===== config.mk =====
export PLATFORM = sky130hd
export DESIGN_NAME = slcg_ctrl
export DESIGN_NICKNAME = d
export VERILOG_FILES = /design/src/sv/slcg_pkg.sv /design/src/sv/slcg_ctrl.sv
export VERILOG_INCLUDE_DIRS = /design/src /design/src/sv
export SDC_FILE = /design/constraint.sdc
export NUM_CORES = 1
export LEC_CHECK = 0
export ABC_CLOCK_PERIOD_IN_PS = 1600
export CORE_AREA = 2 2 39 41
export CTS_CLUSTER_SIZE = 28
export DETAILED_ROUTE_END_ITERATION = 16
export DIE_AREA = 0 0 41 43
export DONT_BUFFER_PORTS = 1
export HOLD_SLACK_MARGIN = 0.08
export PLACE_DENSITY = 0.67
export REMOVE_ABC_BUFFERS = 1
export SLEW_MARGIN = 25
export SYNTH_ARGS = -nofsm -noshare
export SYNTH_HDL_FRONTEND = slang
export SYNTH_SLANG_ARGS = --single-unit

===== constraint.sdc =====
create_clock -name clk_i -period 1.6 [get_ports clk_i]
set_input_delay 0.08 -clock clk_i [delete_from_list [all_inputs] [get_ports clk_i]]
set_output_delay 0.08 -clock clk_i [all_outputs]
set_load 0.05 [all_outputs]

===== src/sv/assert_macros.svh =====
// assertion macros used by the guidance rtl (slcg_ctrl)
// no dependencies; expects clk_i and rst_ni in the including module
`ifndef ASSERT_MACROS_SVH
`define ASSERT_MACROS_SVH
`ifndef ASSERT_OFF
`define ASSERT_IMPLY(lbl, ante, cons) lbl: assert property (@(posedge clk_i) \
  disable iff (!rst_ni) (ante) |=> (cons)) else $error("assertion failed");
`define ASSERT_NEVER(lbl, expr) lbl: assert property (@(posedge clk_i) \
  disable iff (!rst_ni) !(expr)) else $error("assertion failed");
`else
`define ASSERT_IMPLY(lbl, ante, cons)
`define ASSERT_NEVER(lbl, expr)
`endif
`endif


===== src/sv/slcg_pkg.sv =====
// types, constants and the cordic angle table for the course guidance block
// no dependencies
package slcg_pkg;

  localparam int CORDIC_STEPS = 16;
  localparam int ITER_W = $clog2(CORDIC_STEPS);

  localparam logic signed [19:0] PI_Q16      = 20'sd205887;
  localparam logic signed [19:0] HALF_PI_Q16 = 20'sd102944;
  localparam logic [17:0] INV_GAIN_Q16    = 18'd39797;
  localparam logic [17:0] TWO_OVER_PI_Q16 = 18'd41722;

  localparam logic [14:0] RST_APPROACH = 15'd12868;
  localparam logic [15:0] RST_XT_GAIN  = 16'd256;
  localparam logic [15:0] RST_INT_GAIN = 16'd0;
  localparam logic [15:0] RST_STEP     = 16'd655;

  typedef enum logic [2:0] {
    CFG_APPROACH  = 3'd0,
    CFG_XT_GAIN   = 3'd1,
    CFG_INT_GAIN  = 3'd2,
    CFG_STEP      = 3'd3,
    CFG_START_N   = 3'd4,
    CFG_START_E   = 3'd5,
    CFG_END_N     = 3'd6,
    CFG_END_E     = 3'd7
  } cfg_idx_e;

  typedef enum logic [4:0] {
    OP_NONE, OP_LOAD, OP_P_INIT, OP_VEC, OP_R_INIT, OP_ROT, OP_E_MUL, OP_E_SAT,
    OP_I_MUL, OP_I_ADD, OP_A_MUL, OP_A_INIT, OP_F_MUL, OP_F_RND, OP_AP_MUL,
    OP_AP_RND, OP_G_LO, OP_G_HI, OP_OUT
  } op_e;

  typedef enum logic [4:0] {
    ST_IDLE, ST_P_INIT, ST_P_ITER, ST_R_INIT, ST_R_ITER, ST_E_MUL, ST_E_SAT,
    ST_I_MUL, ST_I_ADD, ST_A_MUL, ST_A_INIT, ST_A_ITER, ST_F_MUL, ST_F_RND,
    ST_AP_MUL, ST_AP_RND, ST_G_LO, ST_G_HI, ST_DONE
  } state_e;

  typedef struct packed {
    op_e               op;
    logic [ITER_W-1:0] iter;
  } cmd_t;

  function automatic logic [15:0] atan_tab(input logic [4:0] i);
    logic [15:0] v;
    case (i)
      5'd0:    v = 16'd51472;
      5'd1:    v = 16'd30386;
      5'd2:    v = 16'd16055;
      5'd3:    v = 16'd8150;
      5'd4:    v = 16'd4091;
      5'd5:    v = 16'd2047;
      5'd6:    v = 16'd1024;
      5'd7:    v = 16'd512;
      5'd8:    v = 16'd256;
      5'd9:    v = 16'd128;
      5'd10:   v = 16'd64;
      5'd11:   v = 16'd32;
      5'd12:   v = 16'd16;
      5'd13:   v = 16'd8;
      5'd14:   v = 16'd4;
      5'd15:   v = 16'd2;
      5'd16:   v = 16'd1;
      default: v = 16'd0;
    endcase
    return v;
  endfunction

endpackage


===== src/sv/slcg_ctrl.sv =====
// controller: sequences cordic passes and multiplies, owns the stream handshakes
// depends on slcg_pkg and assert_macros.svh
`include "assert_macros.svh"
module slcg_ctrl (
  input  logic           clk_i,
  input  logic           rst_ni,
  input  logic           in_valid_i,
  output logic           in_ready_o,
  output logic           out_valid_o,
  input  logic           out_ready_i,
  output slcg_pkg::cmd_t cmd_o
);

  slcg_pkg::state_e state_q, state_d;
  logic [slcg_pkg::ITER_W-1:0] cnt_q, cnt_d;
  logic m_valid_q, m_valid_d;
  logic last;

  assign last = (cnt_q == slcg_pkg::ITER_W'(slcg_pkg::CORDIC_STEPS - 1));

  always_ff @(posedge clk_i or negedge rst_ni) begin
    if (!rst_ni) begin
      state_q   <= slcg_pkg::ST_IDLE;
      cnt_q     <= '0;
      m_valid_q <= 1'b0;
    end else begin
      state_q   <= state_d;
      cnt_q     <= cnt_d;
      m_valid_q <= m_valid_d;
    end
  end

  always_comb begin
    state_d = state_q;
    unique case (state_q)
      slcg_pkg::ST_IDLE:   if (in_valid_i) state_d = slcg_pkg::ST_P_INIT;
      slcg_pkg::ST_P_INIT: state_d = slcg_pkg::ST_P_ITER;
      slcg_pkg::ST_P_ITER: if (last) state_d = slcg_pkg::ST_R_INIT;
      slcg_pkg::ST_R_INIT: state_d = slcg_pkg::ST_R_ITER;
      slcg_pkg::ST_R_ITER: if (last) state_d = slcg_pkg::ST_E_MUL;
      slcg_pkg::ST_E_MUL:  state_d = slcg_pkg::ST_E_SAT;
      slcg_pkg::ST_E_SAT:  state_d = slcg_pkg::ST_I_MUL;
      slcg_pkg::ST_I_MUL:  state_d = slcg_pkg::ST_I_ADD;
      slcg_pkg::ST_I_ADD:  state_d = slcg_pkg::ST_A_MUL;
      slcg_pkg::ST_A_MUL:  state_d = slcg_pkg::ST_A_INIT;
      slcg_pkg::ST_A_INIT: state_d = slcg_pkg::ST_A_ITER;
      slcg_pkg::ST_A_ITER: if (last) state_d = slcg_pkg::ST_F_MUL;
      slcg_pkg::ST_F_MUL:  state_d = slcg_pkg::ST_F_RND;
      slcg_pkg::ST_F_RND:  state_d = slcg_pkg::ST_AP_MUL;
      slcg_pkg::ST_AP_MUL: state_d = slcg_pkg::ST_AP_RND;
      slcg_pkg::ST_AP_RND: state_d = slcg_pkg::ST_G_LO;
      slcg_pkg::ST_G_LO:   state_d = slcg_pkg::ST_G_HI;
      slcg_pkg::ST_G_HI:   state_d = slcg_pkg::ST_DONE;
      slcg_pkg::ST_DONE:   if (!m_valid_q || out_ready_i) state_d = slcg_pkg::ST_IDLE;
      default:             state_d = slcg_pkg::ST_IDLE;
    endcase
  end

  always_comb begin
    cmd_o.op   = slcg_pkg::OP_NONE;
    cmd_o.iter = cnt_q;
    cnt_d      = '0;
    in_ready_o = 1'b0;
    m_valid_d  = m_valid_q && !out_ready_i;
    unique case (state_q)
      slcg_pkg::ST_IDLE: begin
        in_ready_o = 1'b1;
        if (in_valid_i) cmd_o.op = slcg_pkg::OP_LOAD;
      end
      slcg_pkg::ST_P_INIT: cmd_o.op = slcg_pkg::OP_P_INIT;
      slcg_pkg::ST_P_ITER: begin
        cmd_o.op = slcg_pkg::OP_VEC;
        cnt_d    = last ? '0 : cnt_q + 1'b1;
      end
      slcg_pkg::ST_R_INIT: cmd_o.op = slcg_pkg::OP_R_INIT;
      slcg_pkg::ST_R_ITER: begin
        cmd_o.op = slcg_pkg::OP_ROT;
        cnt_d    = last ? '0 : cnt_q + 1'b1;
      end
      slcg_pkg::ST_E_MUL:  cmd_o.op = slcg_pkg::OP_E_MUL;
      slcg_pkg::ST_E_SAT:  cmd_o.op = slcg_pkg::OP_E_SAT;
      slcg_pkg::ST_I_MUL:  cmd_o.op = slcg_pkg::OP_I_MUL;
      slcg_pkg::ST_I_ADD:  cmd_o.op = slcg_pkg::OP_I_ADD;
      slcg_pkg::ST_A_MUL:  cmd_o.op = slcg_pkg::OP_A_MUL;
      slcg_pkg::ST_A_INIT: cmd_o.op = slcg_pkg::OP_A_INIT;
      slcg_pkg::ST_A_ITER: begin
        cmd_o.op = slcg_pkg::OP_VEC;
        cnt_d    = last ? '0 : cnt_q + 1'b1;
      end
      slcg_pkg::ST_F_MUL:  cmd_o.op = slcg_pkg::OP_F_MUL;
      slcg_pkg::ST_F_RND:  cmd_o.op = slcg_pkg::OP_F_RND;
      slcg_pkg::ST_AP_MUL: cmd_o.op = slcg_pkg::OP_AP_MUL;
      slcg_pkg::ST_AP_RND: cmd_o.op = slcg_pkg::OP_AP_RND;
      slcg_pkg::ST_G_LO:   cmd_o.op = slcg_pkg::OP_G_LO;
      slcg_pkg::ST_G_HI:   cmd_o.op = slcg_pkg::OP_G_HI;
      slcg_pkg::ST_DONE: begin
        if (!m_valid_q || out_ready_i) begin
          cmd_o.op  = slcg_pkg::OP_OUT;
          m_valid_d = 1'b1;
        end
      end
      default: ;
    endcase
  end

  assign out_valid_o = m_valid_q;

  `ASSERT_IMPLY(a_busy_after_beat, in_valid_i && in_ready_o, !in_ready_o)
  `ASSERT_IMPLY(a_result_shown, state_q == slcg_pkg::ST_DONE && !m_valid_q, m_valid_q)
  `ASSERT_NEVER(a_cnt_idle, state_q != slcg_pkg::ST_P_ITER && state_q != slcg_pkg::ST_R_ITER && state_q != slcg_pkg::ST_A_ITER && cnt_q != '0)

endmodule


==> results_dict.tcl <==
set metrics [dict create \
    status "finished with violations" \
    violations "setup timing" \
    avgSynthCellArea_um2 9.076 \
    wire_per_inst_um 15.26 \
    dieWidth_um 41 \
    cts_htree_levels 1 \
    overflow 0 \
    fin_ws_ns -0.07357 \
    setup_violations 2 \
    path_buf_inv 1 \
    reg2reg_depth 5 \
    drv_slew 0 \
    startpoint_type "flop" \
    n_fill_cell 98 \
    ys_warn_count 0 \
    cap_violations 0 \
    antenna_found_initial 0 \
    ant_nets 0 \
    die_y_um 43 \
    fin_crit_ns 1.674 \
    rsz0062_at_grt "true" \
    io_buffers 0 \
    core_mm2 0.001384 \
    drive_above_1_share_pct 47.92 \
    first_iter_violations 13 \
    synth_top_area_share_pct 38.83 \
    seq_area_frac_synth_pct 38.83 \
    netlist_area_um2 644.4 \
    cts_tree "built" \
    worstSetupEndpointType "output pin" \
    cpPeakStageDelay_ns 0.42 \
    grt_pass1_wl_um 2677 \
    yosys_register_bits 10 \
    cp.depth 4 \
    final_cell_area_um2 994.7 \
    drc 0 \
    crit_fanout 4 \
    synth_cell_types 34 \
    grt_max_degree 13 \
    firstDrtPassIters 4 \
    grt_pass1_vias 629 \
    hold_viol 0 \
    skew_ns 0.003511 \
    place.gp.congestion 0.7941 \
    syn_to_final_growth_pct 54.37 \
    crit_arrival_ns 1.59 \
    diodes 0 \
    post-place-ws_ns 0.05269 \
    crit_type "reg -> out" \
    cts_sinks 10 \
    netlist_top_cells_area "dfrtp_1 (39%), nor2_1 (4.7%), o32ai_4 (4.3%)" \
    place_area_um2 810.8 \
    multi_input_area_um2 446.7 \
    hold_path_class "in -> async" \
    holdWs_ns 0.1943 \
    slew_headroom_pct 71.25 \
    cp.required_ns 1.52 \
    root_buffer "clkbuf_4" \
    rows 14 \
    synth_edf_count 0 \
    clock_path_buffers 2 \
    dp_hpwl_um 1094 \
    ios 15 \
    tns_ns -0.1290 \
    num-nets-final 102 \
    floorplan.initialDensity_pct 46.56 \
    seq_area_um2 252.7 \
    path_cells "or2_4 > or3_4 > o32ai_4 > buf_6" \
    dieArea_mm2 0.001763 \
    worst_pin_slew_ns 0.4298 \
    fmax_mhz 597.5 \
    synth_cells 71 \
    cp_slowest_cell "dfrtp_1" \
    async_flop_share_pct 100.0 \
    synth-main-ff-cell "dfrtp_1" \
    crit_family "simple AND/OR/NAND/NOR gates" \
    vias 636 \
    clock_latency_ns 0.26 \
    via_per_inst 5.679 \
    drt-total-wl_um 1709 \
    clk_pin_slew_ns 0.06 \
    grtUsageTotal_pct 22.93 \
    yosysTopAreaCell "dfrtp_1" \
    cts_made_buffers 3 \
    period_share_pct 104.6 \
]
[Yosys cell counts, drive strengths merged (3+ instances only)]
library cell   n
nand2          4
dfrtp         10
nand3          4
nor2           8
xor2           3
buf            3
o21ai          4
a21oi          5
[cell usage in the layout, fill, tap and decap left out, types with 2 or more instances in the layout]
master	synthesis	routed
nand3_1	4	4
or3_4	1	2
dfrtp_2	0	2
nor2_4	0	2
dfrtp_1	10	8
o32ai_4	1	2
dlygate4sd3_1	0	2
xor2_1	3	3
nand2b_1	2	2
nand2_1	3	2
nor3_1	2	2
clkbuf_4	0	3
buf_4	0	18
a21oi_1	5	5
o21ai_0	3	3
nor2_1	8	6
buf_6	0	5
and2_1	2	2
[cell type report]
class                           instances  share of cell area, %
Sequential cell                        10                  25.41
Tap cell                               16                  2.013
Inverter                                2                 0.7547
Clock buffer                            4                  3.648
Timing Repair Buffer                   26                  23.27
Multi-Input combinational cell         54                  44.91
[registers in the layout, indices dropped and copies added, names as in the netlist]
name / count
cnt_q: 4
out_valid_o: 1
state_q: 5
[routing by layer]
| metal | up-vias | track usage [%] | wire, µm | share of wire [%] |
|---|---|---|---|---|
| met1 | 300 | 28.77 | 646 | 38 |
| met4 | 0 | 14.00 | 76 | 4.4 |
| met3 | 8 | 2.094 | 78 | 4.6 |
| met5 | - | 0 | 0 | 0 |
| li1 | 304 | - | - | - |
| met2 | 24 | 35.94 | 907 | 53 |
[metrics by stage]
step,util [%],std cells
2_1_floorplan,-,66
3_3_place_gp,58.59,101
3_5_place_dp,58.59,101
4_1_cts,67.00,111
5_1_grt,71.88,112
6_report,71.88,112
[timing repair]
action / CTS / global route
resized for setup: 9 / 12
pin swaps: 2 / 6
hold buffers: 2 / 0
endpoints found under the hold margin: 11 / 0
buffers inserted: 4 / 1
endpoints found under the setup margin: 3 / 6
[path summary, 6_finish.rpt]
| path | start | to | slack (ns) |
|---|---|---|---|
| max | state_q[2]$_DFFE_PN0P_ | cmd_o[5] | -0.07 |
| min | rst_ni | out_valid_o$_DFF_PN0_ | 0.19 |
| max reg2reg | state_q[3]$_DFFE_PN0P_ | state_q[0]$_DFFE_PN0P_ | 0.05 |
| min reg2reg | out_valid_o$_DFF_PN0_ | out_valid_o$_DFF_PN0_ | 0.58 |
| max in group asynchronous | rst_ni | state_q[1]$_DFFE_PN0P_ | 1.08 |
| min in group clk_i | in_valid_i | state_q[0]$_DFFE_PN0P_ | 0.22 |
[logic make-up after synthesis]
| group | count (synthesis) | share of synthesized area, % |
|---|---|---|
| compound gates | 16 | 18.64 |
| xor+xnor | 5 | 6.797 |
| fa+ha+maj | 1 | 1.941 |
| buf+inv | 7 | 4.659 |
| flops | 10 | 38.83 |
| mux | 2 | 3.883 |
| simple gates | 30 | 25.24 |
Power is not shown: default switching activity piles up to over one toggle a cycle in this logic, so the estimate is an artifact.
